[config.mk]
export PLATFORM = sky130hd
export DESIGN_NAME = tlrs_alu
export DESIGN_NICKNAME = d
export VERILOG_FILES = /design/src/hdl/track_line_residual_sum_top_macros.svh /design/src/hdl/tlrs_pkg.sv /design/src/hdl/tlrs_alu.sv
export SDC_FILE = /design/constraint.sdc
export NUM_CORES = 2
export LEC_CHECK = 0
export BUFFER_PORTS_ARGS = -buffer_cell sky130_fd_sc_hd__buf_2
export CORE_MARGIN = 2
export CORE_UTILIZATION = 30
export CTS_BUF_LIST = sky130_fd_sc_hd__clkbuf_8
export DETAILED_ROUTE_END_ITERATION = 10
export PLACE_DENSITY = 0.52
export SYNTH_ARGS = -nofsm -noshare
export SYNTH_HDL_FRONTEND = slang
export SYNTH_SLANG_ARGS = --single-unit
[constraint.sdc]
create_clock -name i_clk -period 13.05 [get_ports i_clk]
set_input_delay 0 -clock i_clk [delete_from_list [all_inputs] [get_ports i_clk]]
set_output_delay 0 -clock i_clk [all_outputs]
set_load 0.05 [all_outputs]
[src/hdl/track_line_residual_sum_top_macros.svh]
// assertion macros shared by the track line residual sum rtl
`ifndef TRACK_LINE_RESIDUAL_SUM_TOP_MACROS_SVH
`define TRACK_LINE_RESIDUAL_SUM_TOP_MACROS_SVH

// same-cycle implication, checked outside reset
`define TLRS_CHECK_NOW(label, clk, rst_n, ante, cons, msg) \
    label: assert property (@(posedge clk) disable iff (!(rst_n)) (ante) |-> (cons)) \
        else $error(msg);

// next-cycle implication, checked outside reset
`define TLRS_CHECK_NEXT(label, clk, rst_n, ante, cons, msg) \
    label: assert property (@(posedge clk) disable iff (!(rst_n)) (ante) |=> (cons)) \
        else $error(msg);

`endif

[src/hdl/tlrs_pkg.sv]
// types, constants and micro-op table for the track line residual sum block
`default_nettype none

package tlrs_pkg;

    // field and datapath widths
    localparam int FRAC_BITS_DEF = 16;
    localparam int COORD_W       = 32;
    localparam int RES_W         = 48;
    localparam int SUM_W         = 56;
    localparam int OPD_W         = COORD_W + 1;
    localparam int PROD_W        = 2 * OPD_W;
    localparam int E_W           = 2 * COORD_W + 1;
    localparam int DEN_W         = 2 * COORD_W;
    localparam int NUM_W         = 2 * E_W;
    localparam int CFG_IDX_W     = 2;
    localparam int IN_TDATA_W    = 3 * COORD_W;
    localparam int IN_TUSER_W    = 3;
    localparam int OUT_TDATA_W   = RES_W + SUM_W;
    localparam int OUT_TUSER_W   = 1;
    localparam int NUM_UOPS      = 18;
    localparam int UOP_IDX_W     = $clog2(NUM_UOPS + 1);
    localparam int DIV_CNT_W     = $clog2(RES_W);

    // configuration register indexes
    typedef enum logic [CFG_IDX_W-1:0] {
        REG_X_OFFSET = 2'd0,
        REG_X_SLOPE  = 2'd1,
        REG_Y_OFFSET = 2'd2,
        REG_Y_SLOPE  = 2'd3
    } t_reg_idx;

    // sequencer states
    typedef enum logic [2:0] {
        S_IDLE,
        S_RUN,
        S_DCHK,
        S_DIV,
        S_SUM
    } t_state;

    // multiplier operand sources
    typedef enum logic [3:0] {
        OPD_VX,
        OPD_VY,
        OPD_AX,
        OPD_AY,
        OPD_HZ,
        OPD_ONE,
        OPD_EXH,
        OPD_EXL,
        OPD_EYH,
        OPD_EYL,
        OPD_CH,
        OPD_CL
    } t_opnd;

    typedef enum logic [1:0] {
        ACC_HOLD,
        ACC_LOAD,
        ACC_ADD,
        ACC_SUB
    } t_acc_op;

    typedef enum logic [1:0] {
        SH_0,
        SH_33,
        SH_64
    } t_shift;

    typedef enum logic [2:0] {
        STO_NONE,
        STO_EX,
        STO_EY,
        STO_C,
        STO_DEN
    } t_store;

    // which hits an op applies to
    typedef enum logic [1:0] {
        G_ALWAYS,
        G_BOTH,
        G_X,
        G_Y
    } t_gate;

    typedef struct packed {
        t_opnd   a;
        t_opnd   b;
        t_acc_op acc_op;
        t_shift  shift;
        t_store  store;
        t_gate   gate;
    } t_uop;

    // control word from the sequencer to the shared unit
    typedef struct packed {
        t_opnd   mul_a;
        t_opnd   mul_b;
        t_acc_op acc_op;
        t_shift  shift;
        t_store  store;
        logic    div_chk;
        logic    div_step;
    } t_alu_ctrl;

    // micro-op table: residuals, cross term, denominator, then squares
    function automatic t_uop tlrs_uop(input logic [UOP_IDX_W-1:0] idx);
        t_uop u;
        u = '{a: OPD_ONE, b: OPD_ONE, acc_op: ACC_HOLD, shift: SH_0,
              store: STO_NONE, gate: G_ALWAYS};
        unique case (idx)
            5'd0:  begin u.a = OPD_VX;  u.b = OPD_ONE; u.acc_op = ACC_LOAD; end
            5'd1:  begin
                u.a = OPD_AX; u.b = OPD_HZ; u.acc_op = ACC_SUB; u.store = STO_EX;
            end
            5'd2:  begin u.a = OPD_VY;  u.b = OPD_ONE; u.acc_op = ACC_LOAD; end
            5'd3:  begin
                u.a = OPD_AY; u.b = OPD_HZ; u.acc_op = ACC_SUB; u.store = STO_EY;
            end
            5'd4:  begin u.a = OPD_VX;  u.b = OPD_AY;  u.acc_op = ACC_LOAD; end
            5'd5:  begin
                u.a = OPD_VY; u.b = OPD_AX; u.acc_op = ACC_SUB; u.store = STO_C;
            end
            5'd6:  begin u.a = OPD_ONE; u.b = OPD_ONE; u.acc_op = ACC_LOAD; end
            5'd7:  begin
                u.a = OPD_AX; u.b = OPD_AX; u.acc_op = ACC_ADD; u.gate = G_BOTH;
            end
            5'd8:  begin
                u.a = OPD_AY; u.b = OPD_AY; u.acc_op = ACC_ADD; u.gate = G_BOTH;
                u.store = STO_DEN;
            end
            5'd9:  begin
                u.a = OPD_EXH; u.b = OPD_EXH; u.acc_op = ACC_ADD; u.shift = SH_64;
                u.gate = G_X;
            end
            5'd10: begin
                u.a = OPD_EXH; u.b = OPD_EXL; u.acc_op = ACC_ADD; u.shift = SH_33;
                u.gate = G_X;
            end
            5'd11: begin
                u.a = OPD_EXL; u.b = OPD_EXL; u.acc_op = ACC_ADD; u.gate = G_X;
            end
            5'd12: begin
                u.a = OPD_EYH; u.b = OPD_EYH; u.acc_op = ACC_ADD; u.shift = SH_64;
                u.gate = G_Y;
            end
            5'd13: begin
                u.a = OPD_EYH; u.b = OPD_EYL; u.acc_op = ACC_ADD; u.shift = SH_33;
                u.gate = G_Y;
            end
            5'd14: begin
                u.a = OPD_EYL; u.b = OPD_EYL; u.acc_op = ACC_ADD; u.gate = G_Y;
            end
            5'd15: begin
                u.a = OPD_CH; u.b = OPD_CH; u.acc_op = ACC_ADD; u.shift = SH_64;
                u.gate = G_BOTH;
            end
            5'd16: begin
                u.a = OPD_CH; u.b = OPD_CL; u.acc_op = ACC_ADD; u.shift = SH_33;
                u.gate = G_BOTH;
            end
            5'd17: begin
                u.a = OPD_CL; u.b = OPD_CL; u.acc_op = ACC_ADD; u.gate = G_BOTH;
            end
            default: begin
                u.acc_op = ACC_HOLD;
            end
        endcase
        return u;
    endfunction

    // gate of an op against the measured flags of the hit
    function automatic logic tlrs_gate_on(input t_gate g, input logic xm, input logic ym);
        logic on;
        on = 1'b0;
        unique case (g)
            G_ALWAYS: on = 1'b1;
            G_BOTH:   on = xm & ym;
            G_X:      on = xm;
            G_Y:      on = ym;
            default:  on = 1'b0;
        endcase
        return on;
    endfunction

endpackage

`default_nettype wire

[src/hdl/tlrs_alu.sv]
// shared multiply, accumulate and restoring divide unit
`default_nettype none

module tlrs_alu #(
    parameter int FRAC_BITS = tlrs_pkg::FRAC_BITS_DEF
) (
    input  logic                                i_clk,
    input  tlrs_pkg::t_alu_ctrl                 i_ctrl,
    input  logic signed [tlrs_pkg::OPD_W-1:0]   i_vx,
    input  logic signed [tlrs_pkg::OPD_W-1:0]   i_vy,
    input  logic signed [tlrs_pkg::COORD_W-1:0] i_ax,
    input  logic signed [tlrs_pkg::COORD_W-1:0] i_ay,
    input  logic signed [tlrs_pkg::COORD_W-1:0] i_hz,
    output logic [tlrs_pkg::RES_W-1:0]          o_q,
    output logic                                o_trial_ge
);
    import tlrs_pkg::*;

    localparam int DSH_W = DEN_W + FRAC_BITS + RES_W;
    localparam int ACC_W = ((DSH_W > NUM_W) ? DSH_W : NUM_W) + 1;
    localparam int LO_W  = COORD_W;

    logic signed [OPD_W-1:0]  w_a;
    logic signed [OPD_W-1:0]  w_b;
    logic signed [OPD_W-1:0]  w_one;
    logic signed [PROD_W-1:0] r_prod;
    logic [E_W-1:0]           r_ex;
    logic [E_W-1:0]           r_ey;
    logic [E_W-1:0]           r_c;
    logic [ACC_W-1:0]         r_acc;
    logic [DSH_W-1:0]         r_dsh;
    logic [RES_W-1:0]         r_q;
    logic [ACC_W-1:0]         w_pext;
    logic [ACC_W-1:0]         w_opnd;
    logic [ACC_W-1:0]         w_base;
    logic [ACC_W-1:0]         w_sum;
    logic [ACC_W-1:0]         w_new;
    logic                     w_div;
    logic                     w_sub;

    assign w_one = OPD_W'(1) << FRAC_BITS;

    // operand select for the shared multiplier
    function automatic logic signed [OPD_W-1:0] opnd_mux(input t_opnd sel);
        logic signed [OPD_W-1:0] v;
        v = '0;
        unique case (sel)
            OPD_VX:  v = i_vx;
            OPD_VY:  v = i_vy;
            OPD_AX:  v = {i_ax[COORD_W-1], i_ax};
            OPD_AY:  v = {i_ay[COORD_W-1], i_ay};
            OPD_HZ:  v = {i_hz[COORD_W-1], i_hz};
            OPD_ONE: v = w_one;
            OPD_EXH: v = r_ex[E_W-1:LO_W];
            OPD_EXL: v = {1'b0, r_ex[LO_W-1:0]};
            OPD_EYH: v = r_ey[E_W-1:LO_W];
            OPD_EYL: v = {1'b0, r_ey[LO_W-1:0]};
            OPD_CH:  v = r_c[E_W-1:LO_W];
            OPD_CL:  v = {1'b0, r_c[LO_W-1:0]};
            default: v = '0;
        endcase
        return v;
    endfunction

    always_comb begin
        w_a = opnd_mux(i_ctrl.mul_a);
        w_b = opnd_mux(i_ctrl.mul_b);
    end

    // product placed at its weight
    always_comb begin
        w_pext = {{(ACC_W - PROD_W){r_prod[PROD_W-1]}}, r_prod};
        unique case (i_ctrl.shift)
            SH_0:    w_opnd = w_pext;
            SH_33:   w_opnd = w_pext << (LO_W + 1);
            SH_64:   w_opnd = w_pext << (2 * LO_W);
            default: w_opnd = w_pext;
        endcase
        if (w_div) begin
            w_opnd = {{(ACC_W - DSH_W){1'b0}}, r_dsh};
        end
    end

    // the one wide adder: accumulate or trial subtract
    assign w_div  = i_ctrl.div_chk | i_ctrl.div_step;
    assign w_sub  = w_div | (i_ctrl.acc_op == ACC_SUB);
    assign w_base = (!w_div && (i_ctrl.acc_op == ACC_LOAD)) ? '0 : r_acc;
    assign w_sum  = w_base + (w_sub ? ~w_opnd : w_opnd) + ACC_W'(w_sub);
    assign w_new  = (i_ctrl.acc_op == ACC_HOLD) ? r_acc : w_sum;

    assign o_trial_ge = ~w_sum[ACC_W-1];
    assign o_q        = r_q;

    // product register
    always_ff @(posedge i_clk) begin
        r_prod <= w_a * w_b;
    end

    // accumulator, stored terms, divisor and quotient
    always_ff @(posedge i_clk) begin
        if (i_ctrl.div_step) begin
            r_dsh <= r_dsh >> 1;
            r_q   <= {r_q[RES_W-2:0], o_trial_ge};
            if (o_trial_ge) begin
                r_acc <= w_sum;
            end
        end else if (i_ctrl.div_chk) begin
            r_dsh <= r_dsh >> 1;
            r_q   <= '0;
        end else begin
            r_acc <= w_new;
            unique case (i_ctrl.store)
                STO_NONE: ;
                STO_EX:   r_ex <= w_new[E_W-1:0];
                STO_EY:   r_ey <= w_new[E_W-1:0];
                STO_C:    r_c  <= w_new[E_W-1:0];
                STO_DEN: begin
                    r_dsh <= DSH_W'(w_new[DEN_W-1:0]) << (FRAC_BITS + RES_W);
                    r_acc <= '0;
                end
                default: ;
            endcase
        end
    end

endmodule

`default_nettype wire

# Yosys cells after proc, flatten, opt, wreduce, memory -nomap -nowiden
# Cells that the tools add are included.
# W data, S select, Z words.
[totals] ff_bits=568 latch_bits=0 ram_bits=0 romBits=0 in_bits=180 output_inout_bits=49 wordCells=80 n_memories=0
[classes] n_addsub=2 multipliers=1 div=0 n_lt_le_gt_ge=0 n_eq_ne=33 shift=0 n_mux=16 n_bitwise=6 n_reduce_logical=13
[ops] operator="$mux W131" n=8
[ops] operator="$pmux W33 S12" n=2
[ops] operator="$mux W127" n=3
[ops] operator="$pmux W129 S2" n=1
[ops] operator="$add A131 B1 Y131" n=1
[ops] operator="$add A131 B131 Y131" n=1
[ops] operator="$not A131 Y131" n=1
[ops] operator="$mux W48" n=2
[ops] operator="$mul A33 B33 Y66" n=1
[ops] operator="$eq A4 B3 Y1 const B" n=8
[ops] operator="$eq A4 B4 Y1 const B" n=8
[ops] operator="$eq A4 B2 Y1 const B" n=4
[ops] operator="$reduce_and A3 Y1" n=4
[ops] operator="$eq A4 B1 Y1 const B" n=2
[ops] operator="$logic_not A4 Y1" n=2
[ops] operator="$eq A3 B2 Y1 const B" n=2
[ops] operator="$eq A2 B1 Y1 const B" n=2
[ops] operator="$eq A2 B2 Y1 const B" n=2
[ops] operator="$ne A2 B2 Y1 const B" n=2
[ops] operator="$eq A3 B1 Y1 const B" n=1
[ops] operator="$eq A3 B3 Y1 const B" n=1
[ops] operator="$ne A3 B2 Y1 const B" n=1
[ops] operator="$not A1 Y1" n=3
[ops] operator="$reduce_bool A3 Y1" n=1
[ops] operator="7 further kinds" n=8

# Depth between registers and ports, before layout
[depth] word_depth=11 mapped_depth=42 depth_no_buf=37

# Least setup slack after synthesis
# Ideal clock, no wire load.
[synth_path] kind="input to register" start="input i_ctrl[15] (netlist bit)" end="register r_prod[64]" setup_time_ns=0.127 t_arrival_ns=9.330 required_ns=12.923 slack_ns=3.593 stages=36 path_buffers=3 cell_sequence="or2_2 clkbuf_1 nor3_1 clkbuf_1 a22o_1 a221oi_1 and3_1 o21ai_1 clkbuf_1 nand2_1 fa_1 fa_1 inv_1 fa_1 inv_1 fa_1 fa_1 inv_1 fa_1 fa_1 inv_1 fa_1 inv_1 ha_1 a21o_1 a211o_1 o22a_1 o211ai_1 a2111oi_0 o31ai_1 o21ai_1 a21oi_1 nor3_1 a2111oi_1 o21ai_0 xor2_1"
[synth_between] elab_chain_len=3 word_cells_on_any_way=14 classes_between="1 x mul; 11 x eq/ne; 1 x mux; 1 x reduce/logical"
[synth_rtl] element="from (decl)" line_no="tlrs_alu.sv:8" rtl="input tlrs_pkg::t_alu_ctrl i_ctrl,"
[synth_rtl] element="$eq A4 B4 Y1, or another cell as far along" line_no="tlrs_alu.sv:47" rtl="unique case (sel)"
[synth_rtl] element="$pmux W33 S12 (*)" line_no="tlrs_alu.sv:47"
[synth_rtl] element="$mul A33 B33 Y66 (*)" line_no="tlrs_alu.sv:96" rtl="r_prod <= w_a * w_b;"
[synth_rtl] element="to (signal assigned)" line_no="tlrs_alu.sv:96"
[synth_rtl] element="to (decl)" line_no="tlrs_alu.sv:26" rtl="logic signed [PROD_W-1:0] r_prod;"
# Mark *: on every way between the ends. The rest lies on a longest branch, timed or not.
# A chain may end at the register's enable or synchronous reset.

# Worst setup path in the final report
[layout_path] start="input i_ctrl[14] (netlist bit)" end="register r_prod[65]"
# The elaborated chain is that of the path after synthesis.

==> insert_results.sql <==
INSERT INTO impl_metrics (metric_group, metric, value, unit) VALUES
('finish', 'post_route_cells_drive_above_1_share', '9.02', '%'),
('place', 'placedCellCount', '11249', ''),
('place', 'globalplace.congestion', '0.989', ''),
('detailed_routing', 'vias', '61077', ''),
('finish', 'stdcell_count', '11461', ''),
('synth', 'synth_top_cells_by_area', 'fa_1 31%, edfxtp_1 20%, inv_1 6.3%', ''),
('die', 'floorplan.rows', '182', ''),
('critical_path', 'setup.worst_path.class', 'input port to flop', ''),
('die', 'dieWidth', '502', 'um'),
('synth', 'synth_largest_type_area_fraction', '30.9', '%'),
('grt', 'grt_max_degree', '113', ''),
('critical_path', 'cp_slowest_stage_delay', '1.05', 'ns'),
('critical_path', 'cp.required', '13.74', 'ns'),
('synth', 'synth.most_common_cell', 'inv_1', ''),
('synth', 'ys_types', '96', ''),
('finish', 'final_layout_fill_cell_count', '25517', ''),
('place', 'place.port_buffers', '228', ''),
('finish', 'area_growth', '10.4', '%'),
('finish', 'fin_nets', '9722', ''),
('finish', 'design_area', '82100', 'sq um'),
('detailed_routing', 'drt.antenna.violating_nets', '0', ''),
('outcome', 'run_status', 'finished clean', ''),
('timing', 'post-route-period-util', '87.3', '%'),
('synth', 'synth-warning-count', '0', ''),
('die', 'initial_core_util', '30.2', '%'),
('die', 'num_io_pins', '229', ''),
('clocking', 'clk_root_buffer_cell', 'clkbuf_8', ''),
('synth', 'synth-async-reset-ratio', '0', '%'),
('critical_path', 'worst_path_bufs_invs', '6', ''),
('finish', 'area_taken_by_multi_input_logic_gates', '52000', 'sq um'),
('timing', 'maxSlewViolCount', '0', ''),
('place', 'post_dp_area', '79700', 'sq um'),
('die', 'die_area', '252000', 'sq um'),
('timing', 'final_period_minus_worst_setup_slack', '11.39', 'ns'),
('synth', 'post_synth_instance_area', '74400', 'sq um'),
('clocking', 'cts_num_sinks', '568', ''),
('flow_run', 'max_cap_viol_count', '0', ''),
('grt', 'via_count_of_the_first_global_routing_pass', '63576', ''),
('detailed_routing', 'drt-vias-per-instance', '5.33', ''),
('die', 'die_h', '502', 'um'),
('detailed_routing', 'first_pass_iters', '6', ''),
('clocking', 'tritoncts', 'yes', ''),
('critical_path', 'slowest_stage', 'fa_1', ''),
('grt', 'globalRouteTotalUtil', '25.0', '%'),
('critical_path', 'critical_path.most_common_cell', 'fa_1', ''),
('timing', 'worst_slack', '1.66', 'ns'),
('hold_path', 'holdCritPathClass', 'input port to flop', ''),
('clocking', 'ctsHtreeMaxLevel', '3', ''),
('die', 'core_area', '246000', 'sq um'),
('timing', 'final.setup_skew', '0.0726', 'ns'),
('synth', 'synth_ff_type', 'edfxtp_1', ''),
('clocking', 'tritoncts.num_buffers', '100', ''),
('grt', 'antenna_found_initial', '35', ''),
('detailed_routing', 'routed_wire_length_per_instance', '27.5', 'um'),
('synth', 'post-synth-top-area-cell', 'fa_1', ''),
('grt', 'grt-ovfl-total', '0', ''),
('synth', 'netlist_top_cells_count', '1243 x inv_1, 1147 x fa_1, 991 x nand2_1', ''),
('critical_path', 'start_kind', 'input port', ''),
('critical_path', 'setup.worst_path.end_class', 'flop', ''),
('timing', 'setup_viol_count_final', '0', ''),
('timing', 'rsz0062_at_grt', 'no', ''),
('timing', 'fmax', '87.8', 'MHz'),
('timing', 'max_slew_headroom', '2.22', '%'),
('critical_path', 'crit_fanout', '17', ''),
('critical_path', 'timing.critical_path.arrival', '12.08', 'ns'),
('detailed_routing', 'postRouteWirelength', '315', 'mm'),
('critical_path', 'critical_path.startpoint', 'i_ctrl[14]', ''),
('synth', 'ys_seq_elements', '568', ''),
('timing', 'final_hold_viol_count', '0', ''),
('detailed_routing', 'drtIter0Drc', '5822', ''),
('grt', 'wire_length_of_the_first_global_routing_pass', '457', 'mm');
[cell usage in the layout, fill, tap and decap left out, types with 19 or more instances in the layout]
cell type	synthesis	layout
a21o_1	203	203
a21oi_1	394	393
a221oi_1	92	91
a22o_1	67	67
a22oi_1	212	212
a31oi_1	28	28
and2_1	295	295
and3_1	48	47
and4_1	23	21
buf_2	5	227
buf_4	0	173
clkbuf_8	0	116
dfxtp_1	67	67
edfxtp_1	501	501
fa_1	1147	1147
ha_1	347	347
inv_1	1243	1260
mux2_2	51	51
mux2i_1	57	57
nand2_1	991	987
nand2b_1	40	40
nand3_1	42	42
nand4_1	104	104
nor2_1	694	672
nor2_4	0	19
nor2b_1	39	37
nor3_1	39	32
o21a_1	28	28
o21ai_0	217	215
o21bai_1	48	48
or2_2	20	19
xnor2_1	166	166
xor2_1	126	126
[flip-flops by register name, indices dropped and copies added (netlist names)]
signal	flops
r_ey	65
r_ex	65
r_c	65
r_dsh	128
o_q	48
r_acc	131
r_prod	66
[kinds of logic after synthesis]
group                    synth area share, %
AO/OA/AOI/OAI                           13.2
XOR/XNOR                                3.44
adder cells (fa/ha/maj)                 36.7
buffers and inverters                   8.74
flip-flops                              22.0
multiplexers                            1.54
AND/OR/NAND/NOR                         14.3
[per-stage QoR]
step                hold WS, ns  util, %
floorplan                 0.287        -
global placement          0.502     32.4
detailed placement        0.516     32.4
CTS                     0.00188     33.3
global route             0.0758     33.3
finish                   0.0879     33.3
[cell type report]
cell class / instances / share of cell area [%]
Antenna cell: 15 / 0.0457
Clock buffer: 116 / 1.94
Clock inverter: 72 / 0.860
Inverter: 1244 / 5.69
Multi-Input combinational cell: 5722 / 63.3
Sequential cell: 568 / 20.0
Tap cell: 3312 / 5.05
Timing Repair Buffer: 412 / 3.15
[how the worst max path moves through the flow]
stage | end | slack (ns)
2_1_floorplan | r_prod[64] | 3.59
3_3_place_gp | r_prod[65] | 1.08
3_5_place_dp | r_prod[65] | 1.01
4_1_cts | r_prod[65] | 1.86
5_1_grt | r_prod[65] | 1.70
6_report | r_prod[65] | 1.66
[repair_timing]
item | 4_1_cts | 5_1_grt
hold endpoints to repair | 164 | 0
resized for setup | 0 | 0
setup buffers | 0 | 0
hold buffers | 8 | 0
[routing by layer]
metal / track usage (%) / up-vias / wire (um)
met3: 3.46 / 647 / 22600
met2: 40.3 / 2849 / 146000
met4: 13.3 / 6 / 19500
met5: 0 / - / 34
li1: - / 26183 / -
met1: 32.4 / 31392 / 128000
[worst register-to-register path, cell delays in order, from the launching register on]
cell and delay [ns]:
edfxtp_1 0.43, a222oi_1 0.39, and3_1 0.94, a31oi_1 0.33
fa_1 0.62, inv_1 0.14, fa_1 0.56, inv_1 0.07
fa_1 1.05, inv_1 0.30, fa_1 0.63, fa_1 0.45
fa_1 0.58, fa_1 0.44, fa_1 0.52, inv_1 0.06
ha_1 0.35, and3_1 0.20, nand2_1 0.10, or3_1 0.41
or4_1 0.51, o22ai_1 0.60, o211ai_1 0.26, nor2b_1 0.24
o311a_1 0.43, o31ai_1 0.29, a21oi_1 0.12, xnor2_1 0.14
Power is left out: the tool's default activity adds up to more than one toggle a clock period on the data nets, which glitch-free logic cannot reach.
